File: src/hw/rtl/ucl_pkg.sv
// Shared types, codes and keyword tables of the command line recognizer.
package ucl_pkg;

   localparam int LINE_BYTES = 32;
   localparam int LEN_W      = $clog2(LINE_BYTES);
   localparam int KW_COUNT   = 9;
   localparam int KW_MAX     = 13;
   localparam int KW_IDX_W   = $clog2(KW_MAX);

   localparam logic [7:0] CH_SPACE = 8'd32;
   localparam logic [7:0] CH_TILDE = 8'd126;
   localparam logic [7:0] CH_BS    = 8'h08;
   localparam logic [7:0] CH_DEL   = 8'h7F;
   localparam logic [7:0] CH_CR    = 8'h0D;
   localparam logic [7:0] CH_LF    = 8'h0A;
   localparam logic [7:0] CH_UA    = 8'h41;
   localparam logic [7:0] CH_UZ    = 8'h5A;
   localparam logic [7:0] CASE_BIT = 8'h20;

   typedef enum logic [1:0] {
      ECHO_NONE    = 2'd0,
      ECHO_BYTE    = 2'd1,
      ECHO_ERASE   = 2'd2,
      ECHO_NEWLINE = 2'd3
   } echo_kind_type;

   typedef enum logic [2:0] {
      LS_NONE    = 3'd0,
      LS_EMPTY   = 3'd1,
      LS_TOOLONG = 3'd2,
      LS_UNKNOWN = 3'd3,
      LS_RECOG   = 3'd4
   } line_status_type;

   typedef enum logic [2:0] {
      CMD_NONE   = 3'd0,
      CMD_HOME   = 3'd1,
      CMD_START  = 3'd2,
      CMD_STOP   = 3'd3,
      CMD_ESTOP  = 3'd4,
      CMD_RESET  = 3'd5,
      CMD_STATUS = 3'd6
   } command_code_type;

   typedef enum logic [1:0] {
      ST_IDLE,
      ST_SCAN_RD,
      ST_SCAN_CHK
   } state_type;

   typedef logic [7:0] kw_row_type [0:KW_MAX-1];

   localparam kw_row_type KW_TEXT [0:KW_COUNT-1] = '{
      '{"h","o","m","e",8'h0,8'h0,8'h0,8'h0,8'h0,8'h0,8'h0,8'h0,8'h0},
      '{"s","t","a","r","t",8'h0,8'h0,8'h0,8'h0,8'h0,8'h0,8'h0,8'h0},
      '{"s","t","o","p",8'h0,8'h0,8'h0,8'h0,8'h0,8'h0,8'h0,8'h0,8'h0},
      '{"e","s","t","o","p",8'h0,8'h0,8'h0,8'h0,8'h0,8'h0,8'h0,8'h0},
      '{"e","-","s","t","o","p",8'h0,8'h0,8'h0,8'h0,8'h0,8'h0,8'h0},
      '{"e","m","e","r","g","e","n","c","y",8'h0,8'h0,8'h0,8'h0},
      '{"e","m","e","r","g","e","n","c","y","s","t","o","p"},
      '{"r","e","s","e","t",8'h0,8'h0,8'h0,8'h0,8'h0,8'h0,8'h0,8'h0},
      '{"s","t","a","t","u","s",8'h0,8'h0,8'h0,8'h0,8'h0,8'h0,8'h0}
   };

   localparam logic [KW_IDX_W:0] KW_LEN [0:KW_COUNT-1] = '{
      5'd4, 5'd5, 5'd4, 5'd5, 5'd6, 5'd9, 5'd13, 5'd5, 5'd6
   };

   localparam command_code_type KW_CODE [0:KW_COUNT-1] = '{
      CMD_HOME, CMD_START, CMD_STOP, CMD_ESTOP, CMD_ESTOP, CMD_ESTOP, CMD_ESTOP,
      CMD_RESET, CMD_STATUS
   };

endpackage

File: src/hw/rtl/ucl_if.sv
// Request and response channel interfaces of the command line recognizer.
interface ucl_req_if
   import ucl_pkg::*;
   ();
   logic       valid;
   logic       ready;
   logic [7:0] rx_byte;

   modport source (output valid, output rx_byte, input ready);
   modport sink   (input valid, input rx_byte, output ready);
endinterface

interface ucl_rsp_if
   import ucl_pkg::*;
   ();
   logic       valid;
   logic       ready;
   logic [1:0] echo_kind;
   logic [7:0] echo_byte;
   logic [2:0] line_status;
   logic [2:0] command_code;

   modport source (output valid, output echo_kind, output echo_byte,
                   output line_status, output command_code, input ready);
   modport sink   (input valid, input echo_kind, input echo_byte,
                   input line_status, input command_code, output ready);
endinterface

File: src/hw/rtl/uart_command_line_recognizer_top.sv
// Top level of the serial console command line recognizer.
//
// Takes one received byte per request and answers each with exactly one
// response. Printable bytes (32..126), at most 31 per line, are stored and are
// echoed; on a full line they are dropped and the line is marked too long.
// Backspace/DEL erases the last byte. CR or LF ends the line: the response
// carries a newline echo, the line status and, if the first word of the
// line names a command (case-insensitive, leading spaces skipped), its code.
// Every byte but a line end that starts a scan is answered in the cycle after
// it is taken; a new request can be taken while the response register is
// empty or drains. A line end on a non-empty, non-overflowed line scans the
// line store through its single read port, a read and a check state per byte,
// stopping at the end of the first word. No requests are taken during the
// scan. The line store needs no clearing pass after reset.
module uart_command_line_recognizer_top
   import ucl_pkg::*;
   (
      input  logic       clock,
      input  logic       reset,
      ucl_req_if.sink    req_ch,
      ucl_rsp_if.source  rsp_ch
   );

   // line store: one write port (edit), one registered read port (scan)
   logic [7:0]       line_store [0:LINE_BYTES-1];
   logic [7:0]       rd_data_ff;
   logic             mem_we;

   state_type        state_ff, state_in;
   logic [LEN_W-1:0] len_ff, len_in;
   logic             ovf_ff, ovf_in;

   // scan state
   logic [LEN_W-1:0]    pos_ff, pos_in;
   logic [LEN_W-1:0]    widx_ff, widx_in;
   logic                in_word_ff, in_word_in;
   logic [KW_COUNT-1:0] alive_ff, alive_in;

   // response register
   logic             rsp_valid_ff, rsp_valid_in;
   echo_kind_type    rsp_kind_ff, rsp_kind_in;
   logic [7:0]       rsp_byte_ff, rsp_byte_in;
   line_status_type  rsp_status_ff, rsp_status_in;
   command_code_type rsp_code_ff, rsp_code_in;

   logic             req_fire;
   logic             out_free;

   // response register empties or drains this cycle
   assign out_free     = !rsp_valid_ff || rsp_ch.ready;
   assign req_ch.ready = (state_ff == ST_IDLE) && out_free;
   assign req_fire     = req_ch.valid && req_ch.ready;

   assign rsp_ch.valid        = rsp_valid_ff;
   assign rsp_ch.echo_kind    = rsp_kind_ff;
   assign rsp_ch.echo_byte    = rsp_byte_ff;
   assign rsp_ch.line_status  = rsp_status_ff;
   assign rsp_ch.command_code = rsp_code_ff;

   always_ff @(posedge clock) begin
      if (mem_we) begin
         line_store[len_ff] <= req_ch.rx_byte;
      end
      rd_data_ff <= line_store[pos_ff];
   end

   always_ff @(posedge clock) begin
      if (reset) begin
         state_ff     <= ST_IDLE;
         len_ff       <= '0;
         ovf_ff       <= 1'b0;
         rsp_valid_ff <= 1'b0;
      end else begin
         state_ff     <= state_in;
         len_ff       <= len_in;
         ovf_ff       <= ovf_in;
         rsp_valid_ff <= rsp_valid_in;
      end
   end

   always_ff @(posedge clock) begin
      pos_ff        <= pos_in;
      widx_ff       <= widx_in;
      in_word_ff    <= in_word_in;
      alive_ff      <= alive_in;
      rsp_kind_ff   <= rsp_kind_in;
      rsp_byte_ff   <= rsp_byte_in;
      rsp_status_ff <= rsp_status_in;
      rsp_code_ff   <= rsp_code_in;
   end

   always_comb begin
      logic [7:0]          b;
      logic [7:0]          lc;
      logic                last;
      logic                finish;
      logic [LEN_W-1:0]    widx_nx;
      logic [KW_COUNT-1:0] alive_nx;
      command_code_type    code;

      state_in      = state_ff;
      len_in        = len_ff;
      ovf_in        = ovf_ff;
      pos_in        = pos_ff;
      widx_in       = widx_ff;
      in_word_in    = in_word_ff;
      alive_in      = alive_ff;
      rsp_valid_in  = rsp_valid_ff && !rsp_ch.ready;
      rsp_kind_in   = rsp_kind_ff;
      rsp_byte_in   = rsp_byte_ff;
      rsp_status_in = rsp_status_ff;
      rsp_code_in   = rsp_code_ff;
      mem_we        = 1'b0;

      b        = rd_data_ff;
      lc       = ((b >= CH_UA) && (b <= CH_UZ)) ? (b | CASE_BIT) : b;
      last     = (pos_ff == len_ff - LEN_W'(1));
      finish   = 1'b0;
      widx_nx  = widx_ff;
      alive_nx = alive_ff;
      code     = CMD_NONE;

      unique case (state_ff)
         ST_IDLE: begin
            if (req_fire) begin
               // default answer: ignored byte, all fields zero
               rsp_valid_in  = 1'b1;
               rsp_kind_in   = ECHO_NONE;
               rsp_byte_in   = 8'h00;
               rsp_status_in = LS_NONE;
               rsp_code_in   = CMD_NONE;
               priority if (req_ch.rx_byte == CH_CR || req_ch.rx_byte == CH_LF) begin
                  rsp_kind_in = ECHO_NEWLINE;
                  priority if (ovf_ff) begin
                     rsp_status_in = LS_TOOLONG;
                     len_in        = '0;
                     ovf_in        = 1'b0;
                  end else if (len_ff == '0) begin
                     rsp_status_in = LS_EMPTY;
                  end else begin
                     // response is built at the end of the scan
                     rsp_valid_in = 1'b0;
                     state_in     = ST_SCAN_RD;
                     pos_in       = '0;
                     widx_in      = '0;
                     in_word_in   = 1'b0;
                     alive_in     = '1;
                  end
               end else if (req_ch.rx_byte == CH_BS || req_ch.rx_byte == CH_DEL) begin
                  if (len_ff != '0) begin
                     len_in      = len_ff - LEN_W'(1);
                     rsp_kind_in = ECHO_ERASE;
                  end
               end else if (req_ch.rx_byte >= CH_SPACE && req_ch.rx_byte <= CH_TILDE) begin
                  if (len_ff != LEN_W'(LINE_BYTES - 1)) begin
                     mem_we      = 1'b1;
                     len_in      = len_ff + LEN_W'(1);
                     rsp_kind_in = ECHO_BYTE;
                     rsp_byte_in = req_ch.rx_byte;
                  end else begin
                     ovf_in = 1'b1;
                  end
               end else begin
                  // other control bytes and bytes above 126 are dropped
               end
            end
         end
         ST_SCAN_RD: begin
            // read of line_store[pos_ff] lands in rd_data_ff
            state_in = ST_SCAN_CHK;
         end
         ST_SCAN_CHK: begin
            priority if (!in_word_ff && b == CH_SPACE) begin
               finish = last;
            end else if (in_word_ff && b == CH_SPACE) begin
               finish = 1'b1;
            end else begin
               for (int k = 0; k < KW_COUNT; k++) begin
                  alive_nx[k] = alive_ff[k]
                     && (widx_ff < LEN_W'(KW_LEN[k]))
                     && (lc == KW_TEXT[k][widx_ff[KW_IDX_W-1:0]]);
               end
               // word index only matters while below KW_MAX; hold at top
               if (widx_ff != '1) begin
                  widx_nx = widx_ff + LEN_W'(1);
               end
               finish = last;
            end
            widx_in    = widx_nx;
            alive_in   = alive_nx;
            in_word_in = in_word_ff || (b != CH_SPACE);
            pos_in     = pos_ff + LEN_W'(1);
            if (finish) begin
               // first keyword in table order wins
               for (int k = KW_COUNT - 1; k >= 0; k--) begin
                  if (alive_nx[k] && widx_nx == LEN_W'(KW_LEN[k])) begin
                     code = KW_CODE[k];
                  end
               end
               rsp_valid_in  = 1'b1;
               rsp_kind_in   = ECHO_NEWLINE;
               rsp_byte_in   = 8'h00;
               rsp_status_in = (code != CMD_NONE) ? LS_RECOG : LS_UNKNOWN;
               rsp_code_in   = code;
               len_in        = '0;
               ovf_in        = 1'b0;
               state_in      = ST_IDLE;
            end else begin
               state_in = ST_SCAN_RD;
            end
         end
         default: begin
            state_in = ST_IDLE;
         end
      endcase
   end

   // requests only enter while no scan is running
   a_ready_idle: assert property (@(posedge clock) disable iff (reset)
      req_ch.ready |-> (state_ff == ST_IDLE))
      else $error("request taken during a scan");

   // a command code only comes with a recognized line
   a_code_status: assert property (@(posedge clock) disable iff (reset)
      (rsp_valid_ff && rsp_code_ff != CMD_NONE) |-> (rsp_status_ff == LS_RECOG))
      else $error("command code without recognized status");

   // stored length never reaches the store depth
   a_len_bound: assert property (@(posedge clock) disable iff (reset)
      len_ff <= LEN_W'(LINE_BYTES - 1))
      else $error("line length out of range");

   // finishing a scan delivers a line end response and clears the line
   a_scan_done: assert property (@(posedge clock) disable iff (reset)
      (state_ff == ST_SCAN_CHK && state_in == ST_IDLE) |=>
         (rsp_valid_ff && rsp_kind_ff == ECHO_NEWLINE && len_ff == '0 && !ovf_ff))
      else $error("scan end without line end response");

   // a scan only runs on a non-empty line without overflow
   a_ovf_scan: assert property (@(posedge clock) disable iff (reset)
      (state_ff != ST_IDLE) |-> (!ovf_ff && len_ff != '0))
      else $error("scan started on empty or overflowed line");

endmodule
File: src/flat_wrapper.sv
// flat-port wrapper written by rule: the top's interface ports become plain ports
module uart_command_line_recognizer_top_flat import ucl_pkg::*;
  (clock, reset, req_ch_valid, req_ch_rx_byte, req_ch_ready, rsp_ch_valid, rsp_ch_echo_kind, rsp_ch_echo_byte, rsp_ch_line_status, rsp_ch_command_code, rsp_ch_ready);
  ucl_req_if req_ch_i ();
  ucl_rsp_if rsp_ch_i ();
  input  logic clock;
  input  logic reset;
  input wire logic [$bits(req_ch_i.valid)-1:0] req_ch_valid;
  input wire logic [$bits(req_ch_i.rx_byte)-1:0] req_ch_rx_byte;
  output wire logic [$bits(req_ch_i.ready)-1:0] req_ch_ready;
  output wire logic [$bits(rsp_ch_i.valid)-1:0] rsp_ch_valid;
  output wire logic [$bits(rsp_ch_i.echo_kind)-1:0] rsp_ch_echo_kind;
  output wire logic [$bits(rsp_ch_i.echo_byte)-1:0] rsp_ch_echo_byte;
  output wire logic [$bits(rsp_ch_i.line_status)-1:0] rsp_ch_line_status;
  output wire logic [$bits(rsp_ch_i.command_code)-1:0] rsp_ch_command_code;
  input wire logic [$bits(rsp_ch_i.ready)-1:0] rsp_ch_ready;
  assign req_ch_i.valid = req_ch_valid;
  assign req_ch_i.rx_byte = req_ch_rx_byte;
  assign req_ch_ready = req_ch_i.ready;
  assign rsp_ch_valid = rsp_ch_i.valid;
  assign rsp_ch_echo_kind = rsp_ch_i.echo_kind;
  assign rsp_ch_echo_byte = rsp_ch_i.echo_byte;
  assign rsp_ch_line_status = rsp_ch_i.line_status;
  assign rsp_ch_command_code = rsp_ch_i.command_code;
  assign rsp_ch_i.ready = rsp_ch_ready;
  uart_command_line_recognizer_top u_core (.clock(clock), .reset(reset), .req_ch(req_ch_i), .rsp_ch(rsp_ch_i));
endmodule
File: config.mk
export PLATFORM = sky130hd
export DESIGN_NAME = uart_command_line_recognizer_top_flat
export DESIGN_NICKNAME = d
export VERILOG_FILES = /design/src/hw/rtl/ucl_pkg.sv /design/src/hw/rtl/ucl_if.sv /design/src/hw/rtl/uart_command_line_recognizer_top.sv /design/src/flat_wrapper.sv
export SDC_FILE = /design/constraint.sdc
export NUM_CORES = 1
export LEC_CHECK = 0
export ABC_AREA = 1
export BUFFER_PORTS_ARGS = -buffer_cell sky130_fd_sc_hd__buf_2
export CAP_MARGIN = 10
export CORE_UTILIZATION = 30
export DETAILED_ROUTE_END_ITERATION = 10
export PLACE_DENSITY = 0.53
export SKIP_LAST_GASP = 1
export SLEW_MARGIN = 30
export SYNTH_ARGS = -nofsm -noshare
export SYNTH_HDL_FRONTEND = slang
export SYNTH_SLANG_ARGS = --single-unit
File: constraint.sdc
create_clock -name clock -period 3.3 [get_ports clock]
set_clock_uncertainty 0.15 [all_clocks]
set_input_delay 0.66 -clock clock [delete_from_list [all_inputs] [get_ports clock]]
set_output_delay 0.66 -clock clock [all_outputs]
set_load 0.005 [all_outputs]
After elaboration in Yosys (flattened, before gate mapping)
Memory sizes are Yosys's and may differ from the RTL's. A register that Yosys moved wholly into a read port is not among the register bits.
Cells that the tools add are included.
{"block": "word_totals", "register_bits": 45, "latchBits": 0, "mem_bits_rw": 256, "mem_bits_ro": 1152, "input_bits": 12, "elab_cells": 242, "n_memories": 10}
{"block": "op_classes", "addsub": 4, "mul": 0, "n_div": 0, "order_cmp": 10, "n_eq_ne": 37, "shifts": 0, "n_mux": 117, "n_bitwise": 1, "n_reduce_logical": 51}
{"memory": "u_core.line_store", "words": 32, "word_bits": 8, "read_ports": 1, "rd_ports_with_merged_regs": 1, "wr": 1, "line_no": "uart_command_line_recognizer_top.sv:25", "rtl": "logic [7:0] line_store [0:LINE_BYTES-1];"}
{"memory": "(no name shown)", "words": 16, "word_bits": 8, "read_ports": 1, "rd_ports_with_merged_regs": 0, "wr": 0, "line_no": "uart_command_line_recognizer_top.sv:181", "rtl": "&& (lc == KW_TEXT[k][widx_ff[KW_IDX_W-1:0]]);"}
{"memory": "(no name shown)", "words": 16, "word_bits": 8, "read_ports": 1, "rd_ports_with_merged_regs": 0, "wr": 0, "line_no": "uart_command_line_recognizer_top.sv:181"}
{"memory": "(no name shown)", "words": 16, "word_bits": 8, "read_ports": 1, "rd_ports_with_merged_regs": 0, "wr": 0, "line_no": "uart_command_line_recognizer_top.sv:181"}
{"memory": "(no name shown)", "words": 16, "word_bits": 8, "read_ports": 1, "rd_ports_with_merged_regs": 0, "wr": 0, "line_no": "uart_command_line_recognizer_top.sv:181"}
{"memory": "(no name shown)", "words": 16, "word_bits": 8, "read_ports": 1, "rd_ports_with_merged_regs": 0, "wr": 0, "line_no": "uart_command_line_recognizer_top.sv:181"}
{"memory": "4 more memories"}
{"op": "8-bit two-way mux", "count": 24}
{"op": "5-bit two-way mux", "count": 16}
{"op": "8-bit equality test", "count": 9}
{"op": "9-bit two-way mux", "count": 7}
{"op": "3-bit two-way mux", "count": 18}
{"op": "1-bit logical AND", "count": 34}
{"op": "5-bit case mux with 2 select lines", "count": 3}
{"op": "1-bit two-way mux", "count": 29}
{"op": "8-bit by 4-bit equality test with 1-bit output, second input constant", "count": 3}
{"op": "2-bit two-way mux", "count": 10}
{"op": "9-bit case mux with 2 select lines", "count": 1}
{"op": "8-bit by 7-bit less-or-equal comparator with 1-bit output, second input constant", "count": 2}
{"op": "8-bit case mux with 2 select lines", "count": 1}
{"op": "5-bit by 1-bit adder with 5-bit output, second input constant", "count": 3}
{"op": "5-bit by 3-bit equality test with 1-bit output, second input constant", "count": 3}
{"op": "5-bit by 3-bit < comparator with 1-bit output, second input constant", "count": 3}
{"op": "4-bit != test, second input constant", "count": 3}
{"op": "3-bit case mux with 2 select lines", "count": 2}
{"op": "5-bit by 4-bit equality test with 1-bit output, second input constant", "count": 2}
{"op": "5-bit by 4-bit < comparator with 1-bit output, second input constant", "count": 2}
{"op": "5-bit != test, second input constant", "count": 2}
{"op": "3-bit != test, second input constant", "count": 3}
{"op": "8-bit by 6-bit equality test with 1-bit output, second input constant", "count": 1}
{"op": "8-bit by 7-bit equality test with 1-bit output, second input constant", "count": 1}
{"op": "other kinds (28)", "count": 38}

Depth between registers and ports, before layout
Gate-level depths: netlist of run 1.
{"block": "depth", "ltp_word": 25, "depth_mapped": 22}

Least setup slack after synthesis of run 1
Ideal clock, no wire load.
{"block": "synth_timing", "kind": "in2reg", "from": "input req_ch_rx_byte[3]", "to": "register u_core.alive_ff[0], enable pin", "setup_ps": 398, "arrival_ps": 2274, "required_time_ps": 2752, "slack_ps": 478, "stages": 10, "n_path_buf": 0, "path_cell_list": "inv_1 > nor2_1 > inv_1 > o22ai_1 > nand2_1 > nor2_1 > nand2_1 > nor3_1 > nor2_1 > nor2_1"}
{"block": "synth_between", "elab_chain_len": 4}
{"item": "start: declaration", "line_no": "flat_wrapper.sv:9", "rtl": "input wire logic [$bits(req_ch_i.rx_byte)-1:0] req_ch_rx_byte;"}
{"item": "8-bit by 4-bit equality test with 1-bit output", "line_no": "uart_command_line_recognizer_top.sv:132", "rtl": "priority if (req_ch.rx_byte == CH_CR || req_ch.rx_byte == CH_LF) begin"}
{"item": "1-bit logical OR (*)", "line_no": "uart_command_line_recognizer_top.sv:132"}
{"item": "2-bit != test (no line) (*)"}
{"item": "5-bit AND reduction (no line) (*)"}
{"item": "end signal: assignment", "line_no": "uart_command_line_recognizer_top.sv:85", "rtl": "alive_ff <= alive_in;"}
{"item": "end: declaration", "line_no": "uart_command_line_recognizer_top.sv:37", "rtl": "logic [KW_COUNT-1:0] alive_ff, alive_in;"}
Every way passes the cells marked *; elsewhere a longest branch is shown, timed or not.
A chain may end at the register's enable or synchronous reset.

Final worst setup path of run 1
{"block": "layout_timing", "from": "register u_core.widx_ff[1]", "to": "register u_core.rsp_status_ff[1], in the netlist u_core.rsp_ch.line_status[1], data pin"}
{"block": "layout_between", "elab_chain_len": 25}
{"item": "start: declaration", "line_no": "uart_command_line_recognizer_top.sv:35", "rtl": "logic [LEN_W-1:0] widx_ff, widx_in;"}
{"item": "start signal: assignment", "line_no": "uart_command_line_recognizer_top.sv:83", "rtl": "widx_ff <= widx_in;"}
{"item": "4-bit inverter with 5-bit output (not written as such)", "line_no": "uart_command_line_recognizer_top.sv:181"}
{"item": "memory 16 x 8 bit"}
{"item": "8-bit two-way mux (not written as such) (2 in series)", "line_no": "uart_command_line_recognizer_top.sv:181"}
{"item": "8-bit equality test", "line_no": "uart_command_line_recognizer_top.sv:181"}
{"item": "1-bit logical AND", "line_no": "uart_command_line_recognizer_top.sv:181"}
{"item": "9-bit two-way mux", "line_no": "uart_command_line_recognizer_top.sv:175", "rtl": "end else if (in_word_ff && b == CH_SPACE) begin"}
{"item": "9-bit two-way mux", "line_no": "uart_command_line_recognizer_top.sv:173", "rtl": "priority if (!in_word_ff && b == CH_SPACE) begin"}
{"item": "9-bit two-way mux", "line_no": "uart_command_line_recognizer_top.sv:123", "rtl": "unique case (state_ff)"}
{"item": "[... 9 more ...]"}
{"item": "3-bit two-way mux (*)", "line_no": "uart_command_line_recognizer_top.sv:196", "rtl": "if (alive_nx[k] && widx_nx == LEN_W'(KW_LEN[k])) begin"}
{"item": "3-bit two-way mux (*)", "line_no": "uart_command_line_recognizer_top.sv:193", "rtl": "if (finish) begin"}
{"item": "3-bit two-way mux (*)", "line_no": "uart_command_line_recognizer_top.sv:123"}
{"item": "3-bit nonzero test (*)", "line_no": "uart_command_line_recognizer_top.sv:203", "rtl": "rsp_status_in = (code != CMD_NONE) ? LS_RECOG : LS_UNKNOWN;"}
{"item": "3-bit two-way mux (*)", "line_no": "uart_command_line_recognizer_top.sv:203"}
{"item": "3-bit two-way mux (*)", "line_no": "uart_command_line_recognizer_top.sv:193"}
{"item": "3-bit case mux with 2 select lines (*)", "line_no": "uart_command_line_recognizer_top.sv:123"}
{"item": "net u_core.rsp_status_in[1]", "line_no": "uart_command_line_recognizer_top.sv:43", "rtl": "line_status_type rsp_status_ff, rsp_status_in;"}
{"item": "end signal: assignment", "line_no": "uart_command_line_recognizer_top.sv:88", "rtl": "rsp_status_ff <= rsp_status_in;"}
{"item": "end: declaration", "line_no": "uart_command_line_recognizer_top.sv:43"}
The timed path passes the listed nets; every way through them passes the cells marked *. The select of a mux whose other input is x is not followed.

==> impl_metrics.ini, run 1 <==
[run_status]
status = completed

[hold_path]
hold_path_depth = 1
hold_end = u_core.line_store[5][5]
holdCritPathClass = input port to flop
min_from = req_ch_rx_byte[5]

[yosys]
synth_edf_count = 292
syn_area_um2 = 14100
postSynth.asyncResetShare_pct = 0
syn_nets = 1379
synth_flop_cell = edfxtp_1
synth_top_area_share_pct = 62.1
yosysUniqueCellTypes = 42
synthTopCellsByArea = edfxtp_1 62%, nor2_1 6.3%, o21ai_0 5.7%, nand2_1 5.7%, nand3_1 2.6%
synth_seq_cells = 309
syn_area_per_cell_um2 = 10.5
synth.largest_area_cell = edfxtp_1
ys_seq_area_share_pct = 64.5
synth_cells = 1350
ys_warn_count = 0

[clocking]
clk_path_buf_depth = 3
hold_buffers = 0
cts_root_buf = clkbuf_16
worstSkewPairLatency_ps = 540
cts.sinks = 309
numCtsBuffers = 34
cts_tree = built
h-tree-depth = 2
clk_transition_reported_paths_ps = 60

[setup_path]
worstRegToRegCells = 17
cp_data_required_time_ps = 3420
slowest_delay_ps = 480
r2r_slack_ps = 270
crit_fanout = 8
cpMaxStageDelayCell = edfxtp_1
crit_buf_inv = 3
worstSetupPathType = flop to flop
crit_top_cell = nand2_1
worstReg2RegStart = u_core.widx_ff[1]
crit_arrival_ps = 3150
crit_chain = inv_2 -> ha_1 -> nand2_1 -> nand2_2 -> nor2_1 -> nor3_2 -> inv_1 -> nor2_1 -> nand4_1 -> nand2_1 -> nand3_1 -> inv_1 -> nand2_1 -> nand2_1 -> nand2_1 -> nand4_1 -> nand2_1
cp_top_family = simple AND/OR/NAND/NOR gates
cp-start-kind = flop
r2r_end = u_core.rsp_ch.line_status[1]
worstSetupEndpointType = flop

[drt]
post_drt_wl_per_cell_um = 19.1
vias = 10268
drt_pass1_iterations = 5
postRouteAntennaNets = 0
drc_errors = 0
drtIter0Drc = 1004
drt-total-wl_mm = 39.4
viasPerCell = 4.98

[pwr]
pwr-share-clk_pct = 44.1
intPower_w = 0.00657
leakage_nw = 5.94
combPwrFrac_pct = 4.1
switching_power_w = 0.00181
vdd_drop_max_mv = 0.372
total_power_w = 0.00839
powerDensity_nw_per_um2 = 509
power_switching_share_pct = 21.6
seqPwrFrac_pct = 51.8

[run]
drv_cap = 0

[placed_design]
port_buffers = 29
gp_congestion = 0.900
dpl_cell_area_um2 = 15400
hpwl_mm = 25.4

[die]
die_area_um2 = 48000
ios = 30
rows = 79
die_w_um = 219
die_h_um = 219
start_util_pct = 30.4
core_area_um2 = 46500

[global_route]
grt_pass1_vias = 9756
grt_max_degree = 107
gr-total-overflow = 0
grt_antenna_before_repair = 0
track_usage_pct = 16.5
grt_pass1_wl_mm = 59.8

[sta]
clock.fmax_mhz = 330
finalHoldViolCount = 0
rsz0062_at_grt = no
setup_viol = 0
post-route-period-util_pct = 91.7
maxSlewHeadroom_pct = 50.9
worstMarginPinSlew_ps = 735
finalCriticalPeriod_ps = 3030
fin_tns_setup_ps = 0
drv_slew = 0

[final_layout]
ff_latch_area_um2 = 9110
multi_input_area_um2 = 4410
fillers = 4653
final_util_pct = 35.4
nNetsFinal = 1458
stdcell_area_um2 = 16500
drive_gt1_share_pct = 12.7
area_growth_pct = 16.6
final_common_cell = edfxtp_1
antenna_cells = 0
final_cell_mix = 292 x edfxtp_1, 236 x nor2_1, 213 x nand2_1
sequential cells by signal (all words and copies together), names as in the netlist:
signal / cells
u_core.widx_ff: 5
u_core.rsp_ch.command_code: 3
u_core.pos_ff: 5
u_core.rsp_ch.line_status: 3
u_core.rsp_ch.valid: 1
u_core.in_word_ff: 1
u_core.rsp_ch.echo_byte: 8
u_core.rsp_ch.echo_kind: 2
u_core.alive_ff: 9
u_core.len_ff: 5
u_core.line_store: 256
u_core.rd_data_ff: 8
u_core.ovf_ff: 1
u_core.state_ff: 2
cell usage after synthesis, types with 6 or more instances:
cell type,n
clkbuf_1,49
o221ai_1,25
inv_1,75
o22ai_1,40
edfxtp_1,292
nand4_1,20
dfxtp_1,17
nand2_1,213
o211ai_1,9
a21oi_1,20
a211oi_1,6
o21ai_0,161
nor3_1,14
nand3_1,72
nor2_1,238
ha_1,17
buf_4,8
nand2_2,9
xor2_1,22
stage by stage:
| stage | std cells | hold slack [ps] | setup WS (ps) |
|---|---|---|---|
| after floorplan | 1350 | 276 | 478 |
| after global placement | 1997 | 294 | 162 |
| after detailed placement | 1997 | 305 | 187 |
| after CTS | 2058 | 226 | 175 |
| after global routing | 2061 | 242 | 3.87 |
| final | 2061 | 257 | 273 |
area by class of cell:
type,instances,area share [%]
multi-input combinational,893,26.8
sequential,309,55.3
tap,607,4.61
clock buffer,44,5.39
timing repair buffer,107,4.82
inverter,84,1.97
clock inverter,17,1.12
repair_timing:
item,in CTS,in global routing
endpoints found under the setup margin,0,4
resized for setup,0,1
setup buffers,0,3
worst reg2reg max path, cell delays in order (launching register included):
cell and delay, ps:
edfxtp_1 480, inv_2 190, ha_1 280, nand2_1 120, nand2_2 170, nor2_1 80, nor3_2 220, inv_1 90
nor2_1 90, nand4_1 180, nand2_1 140, nand3_1 110, inv_1 70, nand2_1 50, nand2_1 50, nand2_1 80
nand4_1 150, nand2_1 70
cell families after synthesis:
logic type / share of synthesized area [%]
AO/OA/AOI/OAI: 10.8
XOR/XNOR: 1.49
adder cells (fa/ha/maj): 1.51
buffers and inverters: 4.34
flip-flops: 64.5
other: 0.0265
AND/OR/NAND/NOR: 17.3
power by group through the flow:
stage	clock network [W]	registers, W	logic (W)
4_1_cts	0.00379	0.00434	0.000344
2_1_floorplan	0	0.00442	0.000169
3_3_place_gp	0	0.00443	0.000343
5_1_grt	0.00393	0.00434	0.000379
6_report	0.00370	0.00434	0.000343
3_5_place_dp	0	0.00443	0.000343
worst max path at each step:
stage	cells past startpoint	start	endpoint
after floorplan	10	req_ch_rx_byte[3]	u_core.alive_ff[0]
after global placement	18	u_core.widx_ff[1]	u_core.rsp_ch.line_status[0]
after detailed placement	18	u_core.widx_ff[0]	u_core.rsp_ch.line_status[1]
after CTS	18	u_core.widx_ff[0]	u_core.rsp_ch.line_status[1]
after global routing	21	u_core.widx_ff[0]	u_core.rsp_ch.line_status[2]
final	17	u_core.widx_ff[1]	u_core.rsp_ch.line_status[1]
routing by layer:
| layer | global-route usage (%) | share of wire, % | vias to the layer above |
|---|---|---|---|
| met1 | 23.6 | 47 | 5009 |
| met3 | 2.31 | 4.6 | 55 |
| li1 | - | - | 4934 |
| met4 | 5.28 | 2.4 | 0 |
| met5 | 0 | 0 | - |
| met2 | 25.6 | 46 | 270 |
(Power assumes the default switching activity.)
==> inputs of run 2 (changes only) <==
--- a/config.mk
+++ b/config.mk
@@ -5,7 +5,6 @@
 export SDC_FILE = /design/constraint.sdc
 export NUM_CORES = 1
 export LEC_CHECK = 0
-export ABC_AREA = 1
 export BUFFER_PORTS_ARGS = -buffer_cell sky130_fd_sc_hd__buf_2
 export CAP_MARGIN = 10
 export CORE_UTILIZATION = 30
==> run 2 against run 1 <==
First-iteration DRC count is 28% lower. Clock power hardly changed. Critical path depth down 9. Largest cell class unchanged.
==> impl_metrics.ini, run 2 <==
[pwr]
power_switching_share_pct = 21.1
combPwrFrac_pct = 2.8
leakage_nw = 5.57
switching_power_w = 0.00175
vdd_drop_max_mv = 0.391
powerDensity_nw_per_um2 = 499
pwr-share-clk_pct = 44.9
intPower_w = 0.00651
seqPwrFrac_pct = 52.3

[yosys]
yosysUniqueCellTypes = 78
ys_seq_area_share_pct = 65.1
syn_area_per_cell_um2 = 15.9
yosysMostFrequentCell = edfxtp_1
ys_warn_count = 0
synth_top_area_share_pct = 62.7
synth_flop_cell = edfxtp_1
netlist_top_cells_count = 292 x edfxtp_1, 80 x mux4_2, 73 x nor2_1
syn_area_um2 = 14000
synthTopCellsByArea = edfxtp_1 63%, mux4_2 13%, dfxtp_1 2.4%, nor2_1 2.0%, ha_1 1.5%
syn_nets = 911
synth_cells = 882
postSynth.asyncResetShare_pct = 0
synth_edf_count = 292
synth_seq_cells = 309
synth.largest_area_cell = edfxtp_1

[final_layout]
largest_reg_flops = 256
stdcell_area_um2 = 16600
final_util_pct = 36.2
largestRegisters = u_core.line_store: 256 flops, u_core.alive_ff: 9 flops
area_growth_pct = 18.4
final_common_cell = edfxtp_1
multi_input_area_um2 = 4610
nNetsFinal = 1019
final_cell_mix = 292 x edfxtp_1, 92 x buf_4, 80 x mux4_2
antenna_cells = 0
fillers = 4351
largest-register = u_core.line_store
drive_gt1_share_pct = 30.1
ff_latch_area_um2 = 9110

[global_route]
gr-total-overflow = 0
grt_pass1_wl_mm = 52.8
track_usage_pct = 15.0
grt_antenna_before_repair = 3
grt_pass1_vias = 8197
grt_max_degree = 58

[setup_path]
crit_top_cell = ha_1
crit_buf_inv = 1
cpMaxStageDelayCell = nor2_1
crit_fanout = 8
slowest_delay_ps = 720
cp-start-kind = flop
crit_arrival_ps = 3130
crit_chain = ha_1 -> and3_1 -> ha_1 -> nand2b_1 -> nor3b_1 -> buf_4 -> nand2_1 -> nor2_1
worstSetupEndpointType = flop
cp_top_family = simple AND/OR/NAND/NOR gates
worstSetupPathType = flop to flop
cp_data_required_time_ps = 3310

[run_status]
status = completed

[drt]
post_drt_wl_per_cell_um = 21.8
drtIter0Drc = 725
vias = 8149
postRouteAntennaNets = 0
drc_errors = 0
drt_pass1_iterations = 5
drt-total-wl_mm = 35.2
viasPerCell = 5.05

[sta]
layout_setup_ws_ps = 175
drv_slew = 0
maxSlewHeadroom_pct = 35.8
worstMarginPinSlew_ps = 959
whs_ps = 339
finalCriticalPeriod_ps = 3130
setup_viol = 0
rsz0062_at_grt = yes
post-route-period-util_pct = 94.7
clock.fmax_mhz = 320
finalHoldViolCount = 0

[die]
ios = 30
core_area_um2 = 45700
start_util_pct = 30.6
die_area_um2 = 47500
die_w_um = 218
rows = 78
die_h_um = 218

[clocking]
cts_root_buf = clkbuf_16
worstSkewPairLatency_ps = 540
numCtsBuffers = 35
cts_tree = built
clk_path_buf_depth = 3
cts.sinks = 309
h-tree-depth = 2
clk_transition_reported_paths_ps = 60
cts_setup_buffers = 0
ctsResizeCount = 1
hold_buffers = 0

[hold_path]
holdCritPathClass = input port to flop

[placed_design]
gp_congestion = 0.865
dp_slack_ps = -106
hpwl_mm = 23.8
port_buffers = 29
dpl_cell_area_um2 = 15400

[run]
drv_cap = 0
[run 2: changes by cell type after synthesis, moves of 36 or more]
cell and delta:
nand3_1 -55, nor2_1 -165, mux4_2 +80, o21ai_0 -134, o22ai_1 -36, nand2_1 -170
inv_1 -59
[run 2: logic make-up after synthesis]
group	Yosys count	synth area share, %
compound gates	110	5.35
buf+inv	72	2.22
mux	99	14.3
simple gates	235	8.97
xor+xnor	39	2.44
other cells	1	0.0268
flops	309	65.1
fa+ha+maj	17	1.52
[run 2: power groups by stage]
| stage | clock network, W | logic, W | registers [W] |
|---|---|---|---|
| detailed placement | 0 | 0.000229 | 0.00440 |
| finish | 0.00371 | 0.000228 | 0.00432 |
| floorplan | 0 | 0.0000895 | 0.00440 |
| CTS | 0.00379 | 0.000229 | 0.00432 |
| global placement | 0 | 0.000227 | 0.00440 |
| global route | 0.00393 | 0.000249 | 0.00432 |
[run 2: area by class of cell]
| class | instances | share of cell area, % |
|---|---|---|
| clock buffers | 42 | 5.45 |
| well taps | 600 | 4.54 |
| clock inverters | 19 | 1.06 |
| repair buffers | 126 | 5.65 |
| inverters | 17 | 0.416 |
| flip-flops and latches | 309 | 55.0 |
| multi-input cells | 501 | 27.8 |
[run 2: metrics by stage]
| step | setup TNS (ps) | total power [W] | std cells |
|---|---|---|---|
| 4_1_cts | 0 | 0.00834 | 1614 |
| 3_3_place_gp | -382 | 0.00463 | 1553 |
| 3_5_place_dp | -1690 | 0.00463 | 1553 |
| 2_1_floorplan | 0 | 0.00449 | 882 |
| 6_report | 0 | 0.00826 | 1614 |
| 5_1_grt | -836 | 0.00850 | 1614 |
[run 2: worst reg2reg max path, delay by kind of cell (launching register included)]
kind | cells | cell delay [ps]
flip-flops | 1 | 360
adder cells (fa/ha/maj) | 2 | 460
buffers and inverters | 1 | 180
AND/OR/NAND/NOR | 5 | 1610
[run 2: final timing paths]
| check | startpoint | end | slack, ps | cells after the start |
|---|---|---|---|---|
| hold reg to reg | u_core.state_ff[1] | u_core.state_ff[1] | 350 | 1 |
| setup / recovery | u_core.len_ff[1] | u_core.line_store[30][6] | 170 | 8 |
| hold / removal | reset | u_core.ovf_ff | 340 | 2 |
| setup reg to reg | u_core.len_ff[1] | u_core.line_store[30][6] | 170 | 8 |
[run 2: layer usage]
layer | wire length (um) | vias to the layer above | track usage [%]
met4 | 691 | 2 | 3.89
met2 | 16800 | 225 | 24.5
met3 | 1700 | 56 | 2.18
met5 | 13 | - | 0
met1 | 16000 | 4179 | 21.0
li1 | - | 3687 | -
